File: src/rtl/rfp_pkg.sv
// Shared types, constants and the CRC-8 helper of the RC receiver frame parser.
`default_nettype none
package rfp_pkg;

   localparam int FRAME_BYTES = 64;
   localparam int ADDR_W      = $clog2(FRAME_BYTES);
   localparam int POS_W       = $clog2(FRAME_BYTES + 1);
   localparam int CHANNELS    = 16;
   localparam int CSR_ADDR_W  = 4;

   localparam logic [7:0] SYNC_IBUS0    = 8'h20;
   localparam logic [7:0] SYNC_IBUS1    = 8'h40;
   localparam logic [7:0] SYNC_SBUS     = 8'h0F;
   localparam logic [7:0] SYNC_CRSF     = 8'hC8;
   localparam logic [7:0] CRSF_CHANNELS = 8'h16;
   localparam logic [7:0] CRSF_LINK     = 8'h14;
   localparam logic [7:0] CRC_POLY      = 8'hD5;
   localparam int         SBUS_FS_BIT   = 3;

   localparam logic [15:0] CH_CENTER   = 16'd1500;
   localparam logic [15:0] SBUS_OFFSET = 16'd880;
   localparam logic [15:0] CRSF_OFFSET = 16'd881;
   localparam logic [15:0] RSSI_LOW    = 16'd1000;
   localparam logic [15:0] RSSI_HIGH   = 16'd2000;
   localparam logic [7:0]  DIV10_MUL   = 8'd205;
   localparam logic [7:0]  DBM_BASE    = 8'h80;

   localparam logic [15:0] CSR_GAP_RESET     = 16'd3000;
   localparam logic [31:0] CSR_TIMEOUT_RESET = 32'd500000;

   typedef enum logic [1:0] {
      PROTO_NONE = 2'd0,
      PROTO_IBUS = 2'd1,
      PROTO_SBUS = 2'd2,
      PROTO_CRSF = 2'd3
   } proto_type;

   typedef enum logic [1:0] {
      LINK_DISCONNECTED = 2'd0,
      LINK_CONNECTED    = 2'd1,
      LINK_FAILSAFE     = 2'd2,
      LINK_LOST         = 2'd3
   } link_type;

   typedef enum logic [1:0] {
      REG_PROTOCOL     = 2'd0,
      REG_RSSI_CHANNEL = 2'd1,
      REG_BYTE_GAP     = 2'd2,
      REG_LINK_TIMEOUT = 2'd3
   } reg_type;

   typedef enum logic [1:0] {
      FMT_IBUS,
      FMT_SBUS,
      FMT_CRSF
   } fmt_type;

   typedef enum logic [2:0] {
      ST_IDLE,
      ST_UNPACK,
      ST_RSSI_MUL,
      ST_RSSI_SET,
      ST_LINK_A,
      ST_LINK_B,
      ST_LINK_C,
      ST_PUBLISH
   } state_type;

   typedef struct packed {
      proto_type   protocol;
      logic [4:0]  rssi_channel;
      logic [15:0] byte_gap;
      logic [31:0] link_timeout;
      logic        clear_position;
   } cfg_type;

   // One full byte of the CRC-8 shift register, MSB first.
   function automatic logic [7:0] crc8_step(input logic [7:0] c_in);
      logic [7:0] c;
      c = c_in;
      for (int j = 0; j < 8; j++) begin
         c = c[7] ? ((c << 1) ^ CRC_POLY) : (c << 1);
      end
      return c;
   endfunction

endpackage
`default_nettype wire

File: src/rtl/rfp_if.sv
// Request and response channel interfaces of the RC receiver frame parser.
`default_nettype none
interface rfp_req_if;
   logic       valid;
   logic       ready;
   logic       command;
   logic [7:0] data;
   modport source (output valid, command, data, input ready);
   modport sink (input valid, command, data, output ready);
endinterface

interface rfp_rsp_if;
   logic              valid;
   logic              ready;
   logic [3:0]        channel_index;
   logic [15:0]       channel_value;
   logic [4:0]        channel_count;
   logic [1:0]        link_state;
   logic [7:0]        link_quality;
   logic signed [7:0] rssi;
   logic              last;
   modport source (output valid, channel_index, channel_value, channel_count, link_state,
                   link_quality, rssi, last, input ready);
   modport sink (input valid, channel_index, channel_value, channel_count, link_state,
                 link_quality, rssi, last, output ready);
endinterface
`default_nettype wire

File: src/rtl/rfp_csr.sv
// Configuration registers of the frame parser behind an APB-style port.
`default_nettype none
module rfp_csr (
   input  wire logic                           clock,
   input  wire logic                           reset,
   input  wire logic                           csr_psel,
   input  wire logic                           csr_penable,
   input  wire logic                           csr_pwrite,
   input  wire logic [rfp_pkg::CSR_ADDR_W-1:0] csr_paddr,
   input  wire logic [31:0]                    csr_pwdata,
   output logic      [31:0]                    csr_prdata,
   output logic                                csr_pready,
   output rfp_pkg::cfg_type                    cfg
);

   rfp_pkg::proto_type protocol_ff, protocol_in;
   logic [4:0]         rssi_ff, rssi_in;
   logic [15:0]        gap_ff, gap_in;
   logic [31:0]        timeout_ff, timeout_in;
   logic               wr;
   rfp_pkg::reg_type   idx;

   assign csr_pready = 1'b1;
   assign wr  = csr_psel && csr_penable && csr_pwrite;
   assign idx = rfp_pkg::reg_type'(csr_paddr[3:2]);

   always_comb begin
      protocol_in = protocol_ff;
      rssi_in     = rssi_ff;
      gap_in      = gap_ff;
      timeout_in  = timeout_ff;
      if (wr) begin
         case (idx)
            rfp_pkg::REG_PROTOCOL:     protocol_in = rfp_pkg::proto_type'(csr_pwdata[1:0]);
            rfp_pkg::REG_RSSI_CHANNEL: rssi_in     = csr_pwdata[4:0];
            rfp_pkg::REG_BYTE_GAP:     gap_in      = csr_pwdata[15:0];
            rfp_pkg::REG_LINK_TIMEOUT: timeout_in  = csr_pwdata;
            default: ;
         endcase
      end
   end

   always_ff @(posedge clock) begin
      if (reset) begin
         protocol_ff <= rfp_pkg::PROTO_NONE;
         rssi_ff     <= 5'h1F;
         gap_ff      <= rfp_pkg::CSR_GAP_RESET;
         timeout_ff  <= rfp_pkg::CSR_TIMEOUT_RESET;
      end else begin
         protocol_ff <= protocol_in;
         rssi_ff     <= rssi_in;
         gap_ff      <= gap_in;
         timeout_ff  <= timeout_in;
      end
   end

   always_comb begin
      case (idx)
         rfp_pkg::REG_PROTOCOL:     csr_prdata = {30'd0, protocol_ff};
         rfp_pkg::REG_RSSI_CHANNEL: csr_prdata = {{27{rssi_ff[4]}}, rssi_ff};
         rfp_pkg::REG_BYTE_GAP:     csr_prdata = {16'd0, gap_ff};
         rfp_pkg::REG_LINK_TIMEOUT: csr_prdata = timeout_ff;
         default:                   csr_prdata = 32'd0;
      endcase
   end

   always_comb begin
      cfg.protocol       = protocol_ff;
      cfg.rssi_channel   = rssi_ff;
      cfg.byte_gap       = gap_ff;
      cfg.link_timeout   = timeout_ff;
      // The framing position restarts on the same edge as a protocol write.
      cfg.clear_position = wr && (idx == rfp_pkg::REG_PROTOCOL);
   end

endmodule
`default_nettype wire

File: src/rtl/rfp_unpack.sv
// Shared bit-stream unit: collects frame bytes and peels off whole channels.
`default_nettype none
module rfp_unpack (
   input  wire logic             clock,
   input  wire logic             reset,
   input  wire logic             clear,
   input  wire logic             byte_valid,
   input  wire logic [7:0]       byte_data,
   input  wire rfp_pkg::fmt_type fmt,
   output logic                  emit,
   output logic [15:0]           value
);

   logic [23:0] bits_ff, bits_in;
   logic [4:0]  cnt_ff, cnt_in;
   logic        wide;
   logic [10:0] raw11;
   logic [13:0] raw_x5;

   assign wide   = (fmt == rfp_pkg::FMT_IBUS);
   assign emit   = wide ? (cnt_ff >= 5'd16) : (cnt_ff >= 5'd11);
   assign raw11  = bits_ff[10:0];
   assign raw_x5 = {1'b0, raw11, 2'b00} + {3'b000, raw11};

   always_comb begin
      if (wide) begin
         value = bits_ff[15:0];
      end else if (fmt == rfp_pkg::FMT_CRSF) begin
         value = {5'd0, raw_x5[13:3]} + rfp_pkg::CRSF_OFFSET;
      end else begin
         value = {5'd0, raw_x5[13:3]} + rfp_pkg::SBUS_OFFSET;
      end
   end

   always_comb begin
      bits_in = bits_ff;
      cnt_in  = cnt_ff;
      if (emit) begin
         bits_in = wide ? (bits_ff >> 16) : (bits_ff >> 11);
         cnt_in  = wide ? (cnt_ff - 5'd16) : (cnt_ff - 5'd11);
      end
      if (byte_valid) begin
         bits_in = bits_in | ({16'd0, byte_data} << cnt_in);
         cnt_in  = cnt_in + 5'd8;
      end
      if (clear) begin
         bits_in = '0;
         cnt_in  = '0;
      end
   end

   always_ff @(posedge clock) begin
      if (reset) begin
         cnt_ff  <= '0;
         bits_ff <= '0;
      end else begin
         cnt_ff  <= cnt_in;
         bits_ff <= bits_in;
      end
   end

endmodule
`default_nettype wire

File: src/rtl/rc_receiver_frame_parser.sv
// Top level of the RC receiver frame parser: sequencer, frame store and status.
//
// Requests carry either a received UART byte (command 0) or one time tick
// (command 1). A byte or a tick that completes nothing leaves the block idle.
// When a frame is accepted, or the link timeout first expires, the block sends
// 16 responses, channels 0 to 15, each with the shared link status; last marks
// channel 15. Frame checks run on the fly while bytes arrive, so the completing
// byte only starts the channel unpack: one shared bit-stream unit reads the
// frame store through its single registered read port, one byte a cycle, 22
// bytes for S.Bus/CRSF and 28 for iBus, then the RSSI multiply and set steps
// for iBus RSSI or the link field reads for a CRSF link frame, then the
// responses. The block takes no request from a completion until its last
// response is loaded into the output register. A stalled receiver holds the
// responses; the output register is the only buffer. Reset restores the
// channel values to 1500, the link to disconnected and the frame store to
// zeros at once (per-entry valid bits); configuration starts at protocol none.
`default_nettype none
module rc_receiver_frame_parser (
   input  wire logic                           clock,
   input  wire logic                           reset,
   rfp_req_if.sink                             req_chan,
   rfp_rsp_if.source                           rsp_chan,
   input  wire logic                           csr_psel,
   input  wire logic                           csr_penable,
   input  wire logic                           csr_pwrite,
   input  wire logic [rfp_pkg::CSR_ADDR_W-1:0] csr_paddr,
   input  wire logic [31:0]                    csr_pwdata,
   output logic      [31:0]                    csr_prdata,
   output logic                                csr_pready
);

   localparam int AW = rfp_pkg::ADDR_W;
   localparam int PW = rfp_pkg::POS_W;

   rfp_pkg::cfg_type   cfg;
   rfp_pkg::state_type state_ff, state_in;
   rfp_pkg::fmt_type   fmt_ff, fmt_in;
   rfp_pkg::link_type  status_ff, status_in;

   logic [PW-1:0] pos_ff, pos_in;
   logic [31:0]   gap_ff, gap_in;
   logic [31:0]   link_ff, link_in;
   logic [4:0]    total_ff, total_in;
   logic [7:0]    quality_ff, quality_in;
   logic [7:0]    dbm_ff, dbm_in;
   logic [7:0]    len_ff, len_in;
   logic [7:0]    type_ff, type_in;
   logic          flag_ff, flag_in;
   logic [7:0]    b30_ff, b30_in;
   logic [15:0]   sum_ff, sum_in;
   logic [7:0]    crc_ff, crc_in;
   logic [4:0]    rd_cnt_ff, rd_cnt_in;
   logic [4:0]    ch_ff, ch_in;
   logic [15:0]   rssi_v_ff, rssi_v_in;
   logic [17:0]   prod_ff, prod_in;
   logic [3:0]    k_ff, k_in;
   logic          rd_pend_ff, rd_pend_in;

   logic [rfp_pkg::FRAME_BYTES-1:0] valid_ff, valid_in;
   logic [7:0]    mem [rfp_pkg::FRAME_BYTES];
   logic [7:0]    rdata_ff;
   logic          rvld_ff;
   logic [7:0]    rbyte;
   logic          mem_we;
   logic [AW-1:0] widx;
   logic [AW-1:0] raddr;

   logic [15:0]   chv_ff [rfp_pkg::CHANNELS];
   logic          chv_we;
   logic [3:0]    chv_idx;
   logic [15:0]   chv_val;

   logic          out_valid_ff, out_valid_in;
   logic          out_load;

   logic          up_clear;
   logic          up_emit;
   logic [15:0]   up_value;

   logic [PW-1:0] p0;
   logic [PW-1:0] pnew;
   logic [31:0]   link_inc;
   logic          rssi_en;
   logic [4:0]    nreads;
   logic [4:0]    nch;
   logic [AW-1:0] base;
   logic [9:0]    rssi_x;
   logic [6:0]    q;

   rfp_csr u_csr (
      .clock       (clock),
      .reset       (reset),
      .csr_psel    (csr_psel),
      .csr_penable (csr_penable),
      .csr_pwrite  (csr_pwrite),
      .csr_paddr   (csr_paddr),
      .csr_pwdata  (csr_pwdata),
      .csr_prdata  (csr_prdata),
      .csr_pready  (csr_pready),
      .cfg         (cfg)
   );

   rfp_unpack u_unpack (
      .clock      (clock),
      .reset      (reset),
      .clear      (up_clear),
      .byte_valid (rd_pend_ff),
      .byte_data  (rbyte),
      .fmt        (fmt_ff),
      .emit       (up_emit),
      .value      (up_value)
   );

   assign rbyte    = rvld_ff ? rdata_ff : 8'd0;
   assign rssi_en  = (cfg.rssi_channel < 5'd14);
   assign link_inc = (link_ff == 32'hFFFF_FFFF) ? link_ff : link_ff + 32'd1;
   assign req_chan.ready = (state_ff == rfp_pkg::ST_IDLE);

   always_comb begin
      case (fmt_ff)
         rfp_pkg::FMT_IBUS: begin
            nreads = 5'd28;
            nch    = 5'd14;
            base   = AW'(2);
         end
         rfp_pkg::FMT_CRSF: begin
            nreads = 5'd22;
            nch    = 5'd16;
            base   = AW'(3);
         end
         default: begin
            nreads = 5'd22;
            nch    = 5'd16;
            base   = AW'(1);
         end
      endcase
   end

   always_comb begin
      state_in   = state_ff;
      fmt_in     = fmt_ff;
      status_in  = status_ff;
      pos_in     = pos_ff;
      gap_in     = gap_ff;
      link_in    = link_ff;
      total_in   = total_ff;
      quality_in = quality_ff;
      dbm_in     = dbm_ff;
      len_in     = len_ff;
      type_in    = type_ff;
      flag_in    = flag_ff;
      b30_in     = b30_ff;
      sum_in     = sum_ff;
      crc_in     = crc_ff;
      rd_cnt_in  = rd_cnt_ff;
      ch_in      = ch_ff;
      rssi_v_in  = rssi_v_ff;
      prod_in    = prod_ff;
      k_in       = k_ff;
      rd_pend_in = 1'b0;
      valid_in   = valid_ff;
      mem_we     = 1'b0;
      raddr      = '0;
      chv_we     = 1'b0;
      chv_idx    = ch_ff[3:0];
      chv_val    = up_value;
      out_load   = 1'b0;
      up_clear   = 1'b0;
      rssi_x     = '0;
      q          = prod_ff[17:11];
      p0         = pos_ff;
      if (gap_ff > {16'd0, cfg.byte_gap}) begin
         p0 = '0;
      end
      if (p0 >= PW'(rfp_pkg::FRAME_BYTES)) begin
         p0 = '0;
      end
      widx = p0[AW-1:0];
      pnew = p0 + PW'(1);

      case (state_ff)
         rfp_pkg::ST_IDLE: begin
            if (req_chan.valid) begin
               if (req_chan.command) begin
                  gap_in  = (gap_ff == 32'hFFFF_FFFF) ? gap_ff : gap_ff + 32'd1;
                  link_in = link_inc;
                  if (cfg.protocol != rfp_pkg::PROTO_NONE && link_inc > cfg.link_timeout &&
                      status_ff != rfp_pkg::LINK_LOST) begin
                     status_in = rfp_pkg::LINK_LOST;
                     k_in      = '0;
                     state_in  = rfp_pkg::ST_PUBLISH;
                  end
               end else if (cfg.protocol != rfp_pkg::PROTO_NONE) begin
                  mem_we         = 1'b1;
                  valid_in[widx] = 1'b1;
                  gap_in         = '0;
                  pos_in         = pnew;
                  if (widx == AW'(1)) len_in = req_chan.data;
                  if (widx == AW'(2)) type_in = req_chan.data;
                  if (widx == AW'(23)) flag_in = req_chan.data[rfp_pkg::SBUS_FS_BIT];
                  if (widx == AW'(30)) b30_in = req_chan.data;
                  // Running iBus checksum over bytes 0 to 29 of the frame.
                  if (widx == AW'(0)) begin
                     sum_in = 16'hFFFF - {8'd0, req_chan.data};
                  end else if (widx < AW'(30)) begin
                     sum_in = sum_ff - {8'd0, req_chan.data};
                  end
                  // Running CRSF CRC from byte 2; the completing byte is the CRC itself.
                  if (widx == AW'(2)) begin
                     crc_in = rfp_pkg::crc8_step(req_chan.data);
                  end else if (widx > AW'(2)) begin
                     crc_in = rfp_pkg::crc8_step(crc_ff ^ req_chan.data);
                  end
                  case (cfg.protocol)
                     rfp_pkg::PROTO_IBUS: begin
                        if ((pnew == PW'(1) && req_chan.data != rfp_pkg::SYNC_IBUS0) ||
                            (pnew == PW'(2) && req_chan.data != rfp_pkg::SYNC_IBUS1)) begin
                           pos_in = '0;
                        end else if (pnew == PW'(32)) begin
                           pos_in = '0;
                           if (sum_ff == {req_chan.data, b30_ff}) begin
                              total_in  = 5'd14;
                              status_in = rfp_pkg::LINK_CONNECTED;
                              link_in   = '0;
                              fmt_in    = rfp_pkg::FMT_IBUS;
                              rd_cnt_in = '0;
                              ch_in     = '0;
                              up_clear  = 1'b1;
                              state_in  = rfp_pkg::ST_UNPACK;
                           end
                        end
                     end
                     rfp_pkg::PROTO_SBUS: begin
                        if (pnew == PW'(1) && req_chan.data != rfp_pkg::SYNC_SBUS) begin
                           pos_in = '0;
                        end else if (pnew == PW'(25)) begin
                           pos_in    = '0;
                           total_in  = 5'd16;
                           if (flag_ff) begin
                              status_in = rfp_pkg::LINK_FAILSAFE;
                           end else begin
                              status_in = rfp_pkg::LINK_CONNECTED;
                              link_in   = '0;
                           end
                           fmt_in    = rfp_pkg::FMT_SBUS;
                           rd_cnt_in = '0;
                           ch_in     = '0;
                           up_clear  = 1'b1;
                           state_in  = rfp_pkg::ST_UNPACK;
                        end
                     end
                     rfp_pkg::PROTO_CRSF: begin
                        if (pnew == PW'(1) && req_chan.data != rfp_pkg::SYNC_CRSF) begin
                           pos_in = '0;
                        end else if (pnew == PW'(2) &&
                                     (req_chan.data > 8'(rfp_pkg::FRAME_BYTES - 2) ||
                                      req_chan.data < 8'd2)) begin
                           pos_in = '0;
                        end else if (pnew > PW'(2) &&
                                     {{(9 - PW){1'b0}}, pnew} >= ({1'b0, len_ff} + 9'd2)) begin
                           pos_in = '0;
                           if (crc_ff == req_chan.data) begin
                              k_in = '0;
                              if (type_ff == rfp_pkg::CRSF_CHANNELS) begin
                                 total_in  = 5'd16;
                                 status_in = rfp_pkg::LINK_CONNECTED;
                                 link_in   = '0;
                                 fmt_in    = rfp_pkg::FMT_CRSF;
                                 rd_cnt_in = '0;
                                 ch_in     = '0;
                                 up_clear  = 1'b1;
                                 state_in  = rfp_pkg::ST_UNPACK;
                              end else if (type_ff == rfp_pkg::CRSF_LINK) begin
                                 state_in = rfp_pkg::ST_LINK_A;
                              end else begin
                                 state_in = rfp_pkg::ST_PUBLISH;
                              end
                           end
                        end
                     end
                     default: ;
                  endcase
               end
            end
         end

         rfp_pkg::ST_UNPACK: begin
            if (rd_cnt_ff < nreads) begin
               raddr      = base + rd_cnt_ff[AW-1:0];
               rd_pend_in = 1'b1;
               rd_cnt_in  = rd_cnt_ff + 5'd1;
            end
            if (up_emit) begin
               chv_we = 1'b1;
               if (fmt_ff == rfp_pkg::FMT_IBUS && rssi_en &&
                   ch_ff[3:0] == cfg.rssi_channel[3:0]) begin
                  rssi_v_in = up_value;
                  chv_val   = rfp_pkg::CH_CENTER;
               end
               ch_in = ch_ff + 5'd1;
               if (ch_ff == nch - 5'd1) begin
                  k_in = '0;
                  if (fmt_ff == rfp_pkg::FMT_IBUS && rssi_en) begin
                     state_in = rfp_pkg::ST_RSSI_MUL;
                  end else begin
                     state_in = rfp_pkg::ST_PUBLISH;
                  end
               end
            end
         end

         rfp_pkg::ST_RSSI_MUL: begin
            // Quality is (v - 1000) / 10, taken as a multiply by 205 and a shift by 11.
            if (rssi_v_ff < rfp_pkg::RSSI_LOW) begin
               rssi_x = '0;
            end else if (rssi_v_ff > rfp_pkg::RSSI_HIGH) begin
               rssi_x = 10'd1000;
            end else begin
               rssi_x = 10'(rssi_v_ff - rfp_pkg::RSSI_LOW);
            end
            prod_in  = {8'd0, rssi_x} * {10'd0, rfp_pkg::DIV10_MUL};
            state_in = rfp_pkg::ST_RSSI_SET;
         end

         rfp_pkg::ST_RSSI_SET: begin
            quality_in = {1'b0, q};
            dbm_in     = rfp_pkg::DBM_BASE + ((q < 7'd2) ? 8'd0 : {1'b0, q - 7'd2});
            state_in   = rfp_pkg::ST_PUBLISH;
         end

         rfp_pkg::ST_LINK_A: begin
            raddr    = AW'(3);
            state_in = rfp_pkg::ST_LINK_B;
         end

         rfp_pkg::ST_LINK_B: begin
            raddr    = AW'(5);
            dbm_in   = 8'd0 - rbyte;
            state_in = rfp_pkg::ST_LINK_C;
         end

         rfp_pkg::ST_LINK_C: begin
            quality_in = rbyte;
            state_in   = rfp_pkg::ST_PUBLISH;
         end

         rfp_pkg::ST_PUBLISH: begin
            if (!out_valid_ff || rsp_chan.ready) begin
               out_load = 1'b1;
               k_in     = k_ff + 4'd1;
               if (k_ff == 4'd15) begin
                  state_in = rfp_pkg::ST_IDLE;
               end
            end
         end

         default: state_in = rfp_pkg::ST_IDLE;
      endcase

      if (cfg.clear_position) begin
         pos_in = '0;
      end

      out_valid_in = out_valid_ff;
      if (rsp_chan.ready) out_valid_in = 1'b0;
      if (out_load) out_valid_in = 1'b1;
   end

   always_ff @(posedge clock) begin
      if (reset) begin
         state_ff   <= rfp_pkg::ST_IDLE;
         fmt_ff     <= rfp_pkg::FMT_IBUS;
         status_ff  <= rfp_pkg::LINK_DISCONNECTED;
         pos_ff     <= '0;
         gap_ff     <= '0;
         link_ff    <= '0;
         total_ff   <= '0;
         quality_ff <= '0;
         dbm_ff     <= rfp_pkg::DBM_BASE;
         rd_cnt_ff  <= '0;
         ch_ff      <= '0;
         k_ff       <= '0;
         rd_pend_ff <= 1'b0;
         valid_ff   <= '0;
         out_valid_ff <= 1'b0;
      end else begin
         state_ff   <= state_in;
         fmt_ff     <= fmt_in;
         status_ff  <= status_in;
         pos_ff     <= pos_in;
         gap_ff     <= gap_in;
         link_ff    <= link_in;
         total_ff   <= total_in;
         quality_ff <= quality_in;
         dbm_ff     <= dbm_in;
         rd_cnt_ff  <= rd_cnt_in;
         ch_ff      <= ch_in;
         k_ff       <= k_in;
         rd_pend_ff <= rd_pend_in;
         valid_ff   <= valid_in;
         out_valid_ff <= out_valid_in;
      end
   end

   always_ff @(posedge clock) begin
      len_ff    <= len_in;
      type_ff   <= type_in;
      flag_ff   <= flag_in;
      b30_ff    <= b30_in;
      sum_ff    <= sum_in;
      crc_ff    <= crc_in;
      rssi_v_ff <= rssi_v_in;
      prod_ff   <= prod_in;
   end

   // Frame store with one write and one registered read port.
   always_ff @(posedge clock) begin
      if (mem_we) begin
         mem[widx] <= req_chan.data;
      end
      rdata_ff <= mem[raddr];
      rvld_ff  <= valid_ff[raddr];
   end

   always_ff @(posedge clock) begin
      if (reset) begin
         for (int i = 0; i < rfp_pkg::CHANNELS; i++) begin
            chv_ff[i] <= rfp_pkg::CH_CENTER;
         end
      end else if (chv_we) begin
         chv_ff[chv_idx] <= chv_val;
      end
   end

   always_ff @(posedge clock) begin
      if (out_load) begin
         rsp_chan.channel_index <= k_ff;
         rsp_chan.channel_value <= chv_ff[k_ff];
         rsp_chan.channel_count <= total_ff;
         rsp_chan.link_state    <= status_ff;
         rsp_chan.link_quality  <= quality_ff;
         rsp_chan.rssi          <= dbm_ff;
         rsp_chan.last          <= (k_ff == 4'd15);
      end
   end

   assign rsp_chan.valid = out_valid_ff;

endmodule
`default_nettype wire

File: src/flat_wrapper.sv
// flat-port wrapper written by rule: the top's interface ports become plain ports
module rc_receiver_frame_parser_flat 
  (clock, reset, csr_psel, csr_penable, csr_pwrite, csr_paddr, csr_pwdata, csr_prdata, csr_pready, req_chan_valid, req_chan_command, req_chan_data, req_chan_ready, rsp_chan_valid, rsp_chan_channel_index, rsp_chan_channel_value, rsp_chan_channel_count, rsp_chan_link_state, rsp_chan_link_quality, rsp_chan_rssi, rsp_chan_last, rsp_chan_ready);
  rfp_req_if req_chan_i ();
  rfp_rsp_if rsp_chan_i ();
  input  wire logic clock;
  input  wire logic reset;
  input  wire logic csr_psel;
  input  wire logic csr_penable;
  input  wire logic csr_pwrite;
  input  wire logic [rfp_pkg::CSR_ADDR_W-1:0] csr_paddr;
  input  wire logic [31:0] csr_pwdata;
  output logic      [31:0] csr_prdata;
  output logic csr_pready;
  input wire logic [$bits(req_chan_i.valid)-1:0] req_chan_valid;
  input wire logic [$bits(req_chan_i.command)-1:0] req_chan_command;
  input wire logic [$bits(req_chan_i.data)-1:0] req_chan_data;
  output wire logic [$bits(req_chan_i.ready)-1:0] req_chan_ready;
  output wire logic [$bits(rsp_chan_i.valid)-1:0] rsp_chan_valid;
  output wire logic [$bits(rsp_chan_i.channel_index)-1:0] rsp_chan_channel_index;
  output wire logic [$bits(rsp_chan_i.channel_value)-1:0] rsp_chan_channel_value;
  output wire logic [$bits(rsp_chan_i.channel_count)-1:0] rsp_chan_channel_count;
  output wire logic [$bits(rsp_chan_i.link_state)-1:0] rsp_chan_link_state;
  output wire logic [$bits(rsp_chan_i.link_quality)-1:0] rsp_chan_link_quality;
  output wire logic [$bits(rsp_chan_i.rssi)-1:0] rsp_chan_rssi;
  output wire logic [$bits(rsp_chan_i.last)-1:0] rsp_chan_last;
  input wire logic [$bits(rsp_chan_i.ready)-1:0] rsp_chan_ready;
  assign req_chan_i.valid = req_chan_valid;
  assign req_chan_i.command = req_chan_command;
  assign req_chan_i.data = req_chan_data;
  assign req_chan_ready = req_chan_i.ready;
  assign rsp_chan_valid = rsp_chan_i.valid;
  assign rsp_chan_channel_index = rsp_chan_i.channel_index;
  assign rsp_chan_channel_value = rsp_chan_i.channel_value;
  assign rsp_chan_channel_count = rsp_chan_i.channel_count;
  assign rsp_chan_link_state = rsp_chan_i.link_state;
  assign rsp_chan_link_quality = rsp_chan_i.link_quality;
  assign rsp_chan_rssi = rsp_chan_i.rssi;
  assign rsp_chan_last = rsp_chan_i.last;
  assign rsp_chan_i.ready = rsp_chan_ready;
  rc_receiver_frame_parser u_core (.clock(clock), .reset(reset), .req_chan(req_chan_i), .rsp_chan(rsp_chan_i), .csr_psel(csr_psel), .csr_penable(csr_penable), .csr_pwrite(csr_pwrite), .csr_paddr(csr_paddr), .csr_pwdata(csr_pwdata), .csr_prdata(csr_prdata), .csr_pready(csr_pready));
endmodule
File: config.mk
export PLATFORM = sky130hd
export DESIGN_NAME = rc_receiver_frame_parser_flat
export DESIGN_NICKNAME = d
export VERILOG_FILES = /design/src/rtl/rfp_pkg.sv /design/src/rtl/rfp_if.sv /design/src/rtl/rfp_csr.sv /design/src/rtl/rfp_unpack.sv /design/src/rtl/rc_receiver_frame_parser.sv /design/src/flat_wrapper.sv
export SDC_FILE = /design/constraint.sdc
export NUM_CORES = 1
export LEC_CHECK = 0
export BUFFER_PORTS_ARGS = -buffer_cell sky130_fd_sc_hd__buf_2
export CELL_PAD_IN_SITES_DETAIL_PLACEMENT = 0
export CELL_PAD_IN_SITES_GLOBAL_PLACEMENT = 1
export CORE_UTILIZATION = 50
export CTS_CLUSTER_SIZE = 12
export DETAILED_ROUTE_END_ITERATION = 8
export PLACE_DENSITY = 0.84
export SETUP_SLACK_MARGIN = 0.1
export SLEW_MARGIN = 20
export SYNTH_ARGS = -nofsm -noshare
export SYNTH_HDL_FRONTEND = slang
export SYNTH_SLANG_ARGS = --single-unit
File: constraint.sdc
create_clock -name clock -period 7.4 [get_ports clock]
set_input_delay 0.74 -clock clock [delete_from_list [all_inputs] [get_ports clock]]
set_output_delay 0.74 -clock clock [all_outputs]
set_load 0.02 [all_outputs]
## Yosys cells after proc, flatten, opt, wreduce, memory -nomap -nowiden

Memory sizes are Yosys's and may differ from the RTL's. A register that Yosys moved wholly into a read port is not among the register bits.
Cells that the tools add are included.

| word-level totals | value |
|---|---|
| word-level logic and storage cells | 455 |
| register bits after elaboration | 375 |
| bits in writable memories | 768 |
| output and inout bits | 79 |
| memories kept | 2 |

| cells by class | value |
|---|---|
| equal/unequal tests | 95 |
| reduce and logical (&&, ||, !) cells | 58 |
| order comparisons | 19 |
| shift operators | 1 |
| mux-type cells | 202 |
| bitwise operators | 21 |
| add/sub/neg operators | 20 |
| $mul | 1 |

Memories:

| memory | depth | width | read ports | clocked after memory_dff | wr ports | RTL line | source |
|---|---|---|---|---|---|---|---|
| u_core.mem | 64 | 8 | 1 | 1 | 1 | rc_receiver_frame_parser.sv:60 | `logic [7:0] mem [rfp_pkg::FRAME_BYTES];` |
| u_core.chv_ff | 16 | 16 | 1 | 1 | 16 | rc_receiver_frame_parser.sv:68 | `logic [15:0] chv_ff [rfp_pkg::CHANNELS];` |

Operators by type and width:

| cell | number |
|---|---|
| 2-to-1 mux 32 bit | 17 |
| 2-to-1 mux 8 bit | 19 |
| 2-to-1 mux 5 bit | 29 |
| case mux 32 bit (4 select lines) | 1 |
| 2-to-1 mux 16 bit | 7 |
| case mux 32 bit (3 select lines) | 1 |
| NOT 5 bit | 16 |
| 2-to-1 mux 7 bit | 10 |
| adder 32 x 1 -> 32 bit, second input constant | 2 |
| == test 32 bit, second input constant | 2 |
| bitwise OR 64 bit | 1 |
| 2-to-1 mux 3 bit | 19 |
| 2-to-1 mux 4 bit | 14 |
| != test 3 x 2 -> 1 bit, second input constant | 17 |
| 2-to-1 mux 2 bit | 25 |
| 2-to-1 mux 24 bit | 2 |
| AND reduction 15 bit | 3 |
| 2-to-1 mux 1 bit | 36 |
| != test 3 bit, second input constant | 11 |
| greater-than comparator 32 x 16 -> 1 bit | 1 |
| greater-than comparator 32 bit | 1 |
| case mux 8 bit (2 select lines) | 2 |
| AND reduction 16 bit | 2 |
| 2-to-1 mux 10 bit | 3 |
| other kinds (96) | 176 |

## Logic depth before layout (Yosys ltp)

| logic depth | value |
|---|---|
| depth in word-level cells | 19 |
| mapped depth | 24 |
| depth with buffers taken out | 22 |

## By module

A second synthesis with hierarchy kept.

| unflattened totals | value |
|---|---|
| cell total of the unflattened synthesis | 3,140 |
| area, all modules | 32,506.2 µm² |

By module, submodules not included:

| module | cells an instance | area each (µm²) | instances | sequential area each (µm²) |
|---|---|---|---|---|
| rc_receiver_frame_parser | 2,414 | 26,706.9 | 1 | 14,283.7 |
| rfp_unpack | 407 | 2,942.8 | 1 | 580.6 |
| rfp_csr | 319 | 2,856.5 | 1 | 1,101.1 |

## Worst setup path after synthesis

Ideal clock, no wire load.

| timing path | value |
|---|---|
| kind | register -> register |
| start | register u_core.rssi_v_ff[14] |
| end | register u_core.prod_ff[17], data pin |
| required time | 7.140 ns |
| stages on the path, launching flop included | 19 |
| path slack | 1.792 ns |
| period minus slack after synthesis | 5.608 ns |
| arrival | 5.348 ns |
| buffers on the path | 0 |
| cell sequence | edfxtp_1 > or4_1 > nor3b_1 > a21oi_1 > ha_1 > inv_1 > fa_1 > fa_1 > inv_1 > fa_1 > ha_1 > a2111oi_0 > o21ai_0 > o211ai_1 > a21oi_1 > and4_1 > or3_1 > a21oi_1 > xnor2_1 |

| on the way | value |
|---|---|
| cells in the longest elaborated chain, start to end | 5 |
| elaborated cells between the ends (all ways) | 6 |
| those cells by class | mul: 1; order compare: 2; mux: 3 |

RTL lines:

| item | RTL line | source |
|---|---|---|
| start: declaration | rc_receiver_frame_parser.sv:54 | `logic [15:0] rssi_v_ff, rssi_v_in;` |
| start signal: assignment | rc_receiver_frame_parser.sv:412 | `rssi_v_ff <= rssi_v_in;` |
| greater-than comparator 16 x 11 -> 1 bit | rc_receiver_frame_parser.sv:316 | `end else if (rssi_v_ff > rfp_pkg::RSSI_HIGH) begin` |
| 2-to-1 mux 10 bit | rc_receiver_frame_parser.sv:316 |  |
| 2-to-1 mux 10 bit (*) | rc_receiver_frame_parser.sv:314 | `if (rssi_v_ff < rfp_pkg::RSSI_LOW) begin` |
| 2-to-1 mux 10 bit (*) | rc_receiver_frame_parser.sv:181 | `case (state_ff)` |
| multiplier 10 x 8 -> 18 bit (*) | rc_receiver_frame_parser.sv:321 | `prod_in = {8'd0, rssi_x} * {10'd0, rfp_pkg::DIV10_MUL};` |
| end signal: assignment | rc_receiver_frame_parser.sv:413 | `prod_ff <= prod_in;` |
| end: declaration | rc_receiver_frame_parser.sv:55 | `logic [17:0] prod_ff, prod_in;` |

Mark *: on every way between the ends. The rest lies on a longest branch, timed or not. The select of a mux whose other input is x is not followed.
A chain may end at the register's enable or synchronous reset.

## Worst setup path after layout

| timing path | value |
|---|---|
| start | register u_core.rssi_v_ff[0] |
| end | register u_core.prod_ff[17], data pin |

| on the way | value |
|---|---|
| cells in the longest elaborated chain, start to end | 5 |
| elaborated cells between the ends (all ways) | 7 |
| those cells by class | add/sub: 1; mul: 1; order compare: 2; mux: 3 |

RTL lines:

| item | RTL line |
|---|---|
| greater-than comparator 16 x 11 -> 1 bit or subtractor 10 bit (tied branches) | rc_receiver_frame_parser.sv:316, rc_receiver_frame_parser.sv:319 |
| 2-to-1 mux 10 bit | rc_receiver_frame_parser.sv:316 |
| 2-to-1 mux 10 bit (*) | rc_receiver_frame_parser.sv:314 |
| 2-to-1 mux 10 bit (*) | rc_receiver_frame_parser.sv:181 |
| multiplier 10 x 8 -> 18 bit (*) | rc_receiver_frame_parser.sv:321 |

Marks and branches as above.

==> impl_summary.txt <==
----------------------------------------------------
[Clocking]
  Post-CTS Setup Inserts ... 0
  Number of H-tree levels ... 3
  Clock buffer count from CTS ... 67
  Clock tree root buffer cell ... sky130_fd_sc_hd__clkbuf_16
  Clock insertion delay at the later pin of the skew report ... 620 ps
  Maximum root-to-sink buffer count ... 3
  TritonCTS clock tree ... built
  Count of clock tree sinks ... 601
  Clk pin slew, worst setup/hold paths ... ~60 ps
  Total of cells resized after clock tree synthesis ... 0
  Count of hold buffers inserted by post-cts repair ... 0

[Timing]
  Unrepaired setup endpoints after global routing ... false
  Final Critical Period ... 6282 ps
  Maximum frequency from static timing analysis ... 159.2 MHz
  Finish-stage setup viols ... 0
  Crit share post-route ... a little over four fifths
  Number of hold violations in the final report ... 0
  Post-route setup TNS ... 0 ps
  Clock skew ... approximately 42 ps
  Worst relative slew slack ... a little over a fifth
  Max-slew violation count ... 0
  Worst Hold Slack ... approximately 350 ps
  Slew @ Worst Pin ... between 1000 and 1500 ps

[Critical path]
  Endpoint class of the critical path ... flop
  Kind of start point of the critical path ... flop
  Arrival time reported for the critical path endpoint ... roughly 6700 ps
  Cell-by-cell trace of the critical path ... o41ai_1 -> a211o_1 -> nor3b_1 -> a21oi_1 -> ha_1 -> inv_1 -> fa_1 -> fa_1 -> inv_1 -> fa_1 -> ha_1 -> a2111oi_0 -> o21ai_0 -> o211ai_1 -> a21oi_1 -> and4_1 -> or3_1 -> a21oi_1 -> xnor2_1
  Largest stage delay on the critical path ... between 700 and 800 ps
  Worst-path maximum fanout ... 10
  Worst path slowest cell ... sky130_fd_sc_hd__nor3b_1
  Setup Crit Path Kind ... reg2reg
  Path depth of the worst reg2reg path ... 19
  Required time at the endpoint of the critical path ... just under 8000 ps

[Yosys]
  Portion of the post-synthesis area used by sequential elements ... between 50% and 60%
  FF+latch count, synth ... roughly 600
  Cells after Synth ... slightly above 3,000
  Count of cell types in the netlist ... just over 90
  Mapped Avg Cell Area ... ~10 µm²
  Cell with the most instances after synthesis ... sky130_fd_sc_hd__nand2_1
  Prevailing post-synth register cell ... sky130_fd_sc_hd__edfxtp_1
  Post-synthesis cell type with the largest combined area ... sky130_fd_sc_hd__edfxtp_1
  Count of warnings emitted by yosys ... 0
  Cell Area, Synth ... about 31,000 µm²
  Largest cells by area after synthesis ... sky130_fd_sc_hd__edfxtp_1 37%, sky130_fd_sc_hd__dfxtp_1 13%, sky130_fd_sc_hd__ha_1 5.9%
  Ranking of synthesized cells by instance count ... 452 x sky130_fd_sc_hd__nand2_1, 393 x sky130_fd_sc_hd__edfxtp_1, 351 x sky130_fd_sc_hd__nor2_1
  Nets in the synthesized netlist ... 3,239
  Fraction of post-synthesis cell area in the top cell type by area ... 37.49%
  Number of enable-type register cells in the synthesized netlist ... about 400
  Async set-reset flop share out of synthesis ... 0%

[Run]
  # Max-Cap Violations ... 0

[Layout]
  Post-layout net count ... between 3,000 and 4,000
  Total area of multi-input combinational cells ... between 10,000 and 15,000 µm²
  Fillcell total ... between 5,000 and 6,000
  Register Area ... between 15,000 and 20,000 µm²
  Syn-to-layout area delta ... 11.10%
  Final design area excluding fillers ... 34,980 µm²
  Share of cells above drive strength 1 ... 11.99%

[Power and ir drop]
  IR drop worst, VDD ... 0.0001667 V
  Power Dens Cells ... 223.5 nW/µm²
  Leakage power ... 12.59 nW

[Route]
  Average routed wire per standard cell ... between 20 and 25 µm
  Antenna-violating nets left ... 0
  Count of unresolved DRC violations after routing ... 0
  Routed Wire Length ... roughly 80,000 µm
  Number of iterations in the first detailed-routing pass ... 6
  DR vias ... approximately 23,000
  Violation count after the first detailed-route iteration ... about 1,800
  Routed via count divided by cell count ... around 5.9

[Floorplan]
  Die area ... 63,970 µm²
  Vertical die dimension ... between 200 and 300 µm
  Boundary pin count ... 131
  Die width ... roughly 250 µm
  Core ar. ... just over 60,000 µm²
  Initial core utilization ... approximately 51%
  Number of cell rows ... 91

[Global routing]
  Maximum number of pins on one net before global-route repair ... 66
  Total global routing overflow ... 0
  First-pass GRT wire length ... about 130,000 µm
  Antenna violations before repair ... 1
  GR Util All Layers ... 25.18%
  Vias in the first global route ... between 20,000 and 25,000

[Placed design]
  Post-DP HPWL ... between 50,000 and 60,000 µm
  Number of buffer cells added on primary ports ... approximately 130
  Cell area after placement ... around 33,000 µm²
  Final Wtd Congestion ... around 0.86

[Worst hold path]
  Path type of the worst min-delay path ... in2reg
  Number of cells on the worst hold path ... 3

[Status]
  Outcome ... finished clean

----------------------------------------------------
sequential cells by signal, summed over array words and instances, names as in the netlist, 16 cells and up:
name                           count
u_core.mem                        24
u_core.link_ff                    32
u_core.rsp_chan.channel_value     16
u_core.chv_ff                    256
u_core.u_unpack.bits_ff           24
u_core.u_csr.timeout_ff           32
u_core.sum_ff                     16
u_core.rssi_v_ff                  16
u_core.gap_ff                     32
u_core.u_csr.gap_ff               16
metal layers:
metal  vias up  GRT usage [%]  part of all wire (%)
li1      10920              -                     -
met1     11467          33.29                    42
met2       804          42.71                    49
met3       126          3.341                   6.4
met4         0          8.329                   2.6
met5         -              0                     0
cell type report:
| class | count | area share (%) |
|---|---|---|
| flip-flops and latches | 601 | 45.66 |
| diodes | 1 | 0.007154 |
| well taps | 837 | 2.994 |
| multi-input cells | 2100 | 41.04 |
| clock buffers | 96 | 5.376 |
| clock inverters | 22 | 0.8728 |
| repair buffers | 153 | 2.382 |
| inverters | 155 | 1.663 |
path summary, 6_finish.rpt:
path,start,endpoint,slack [ps]
hold / removal,csr_pwdata[18],u_core.u_csr.timeout_ff[18],350
setup / recovery,u_core.rssi_v_ff[0],u_core.prod_ff[17],1120
setup reg to reg,u_core.rssi_v_ff[0],u_core.prod_ff[17],1120
hold reg to reg,u_core.total_ff[4],u_core.rsp_chan.channel_count[4],430
layout by cell type, fill, tap and decap left out, drive strengths merged, types with 9 or more instances in the layout:
| master | n |
|---|---|
| nand2 | 452 |
| edfxtp | 393 |
| nor2 | 353 |
| dfxtp | 208 |
| inv | 161 |
| buf | 153 |
| ha | 148 |
| a21oi | 144 |
| o21ai | 135 |
| clkbuf | 96 |
| xnor2 | 93 |
| nand3 | 85 |
| mux4 | 82 |
| xor2 | 75 |
| nor3 | 41 |
| mux2i | 40 |
| nand4 | 34 |
| and2 | 33 |
| nor4 | 25 |
| o211ai | 24 |
| or3 | 23 |
| and3 | 22 |
| fa | 19 |
| nand2b | 16 |
| a21o | 16 |
| a221oi | 16 |
| o31ai | 15 |
| nor2b | 15 |
| o21a | 14 |
| a311oi | 13 |
| a211oi | 13 |
| a22o | 12 |
| clkinv | 10 |
| or4 | 9 |
| nor3b | 9 |
kinds of logic after synthesis:
family	synth area share (%)
muxes	7.317
DFF	50.71
AOI/OAI and AO/OA	10.10
adders and majority gates	7.090
and+or+nand+nor	16.16
buffers and inverters	3.895
other	0.02385
xor gates and xnor gates	4.698
worst max-delay path, delay by kind of cell (launching register included):
| family | cells | cell delay [ps] |
|---|---|---|
| buffers and inverters | 2 | 180 |
| xor gates and xnor gates | 1 | 80 |
| AOI/OAI and AO/OA | 8 | 1950 |
| DFF | 1 | 420 |
| adders and majority gates | 5 | 2050 |
| and+or+nand+nor | 3 | 1370 |
metrics by stage:
stage | total power [mW] | setup WS [ps] | utilization [%] | std cells
5_1_grt | 8.050 | 618.3 | 56.47 | 3965
4_1_cts | 7.859 | 1121 | 56.42 | 3963
2_1_floorplan | 4.284 | 1792 | - | 3020
3_3_place_gp | 4.511 | 1225 | 52.87 | 3845
3_5_place_dp | 4.532 | 1070 | 52.89 | 3845
6_report | 7.816 | 1118 | 56.47 | 3965
power breakdown:
part | leakage [nW] | switching, mW | internal (mW)
Clock | 1.06 | 1.38 | 1.96
Sequential | 5.29 | 0.0860 | 3.68
Combinational | 6.23 | 0.490 | 0.220
Total | 12.6 | 1.95 | 5.86
Note: power is estimated with default switching activity, not from simulation.
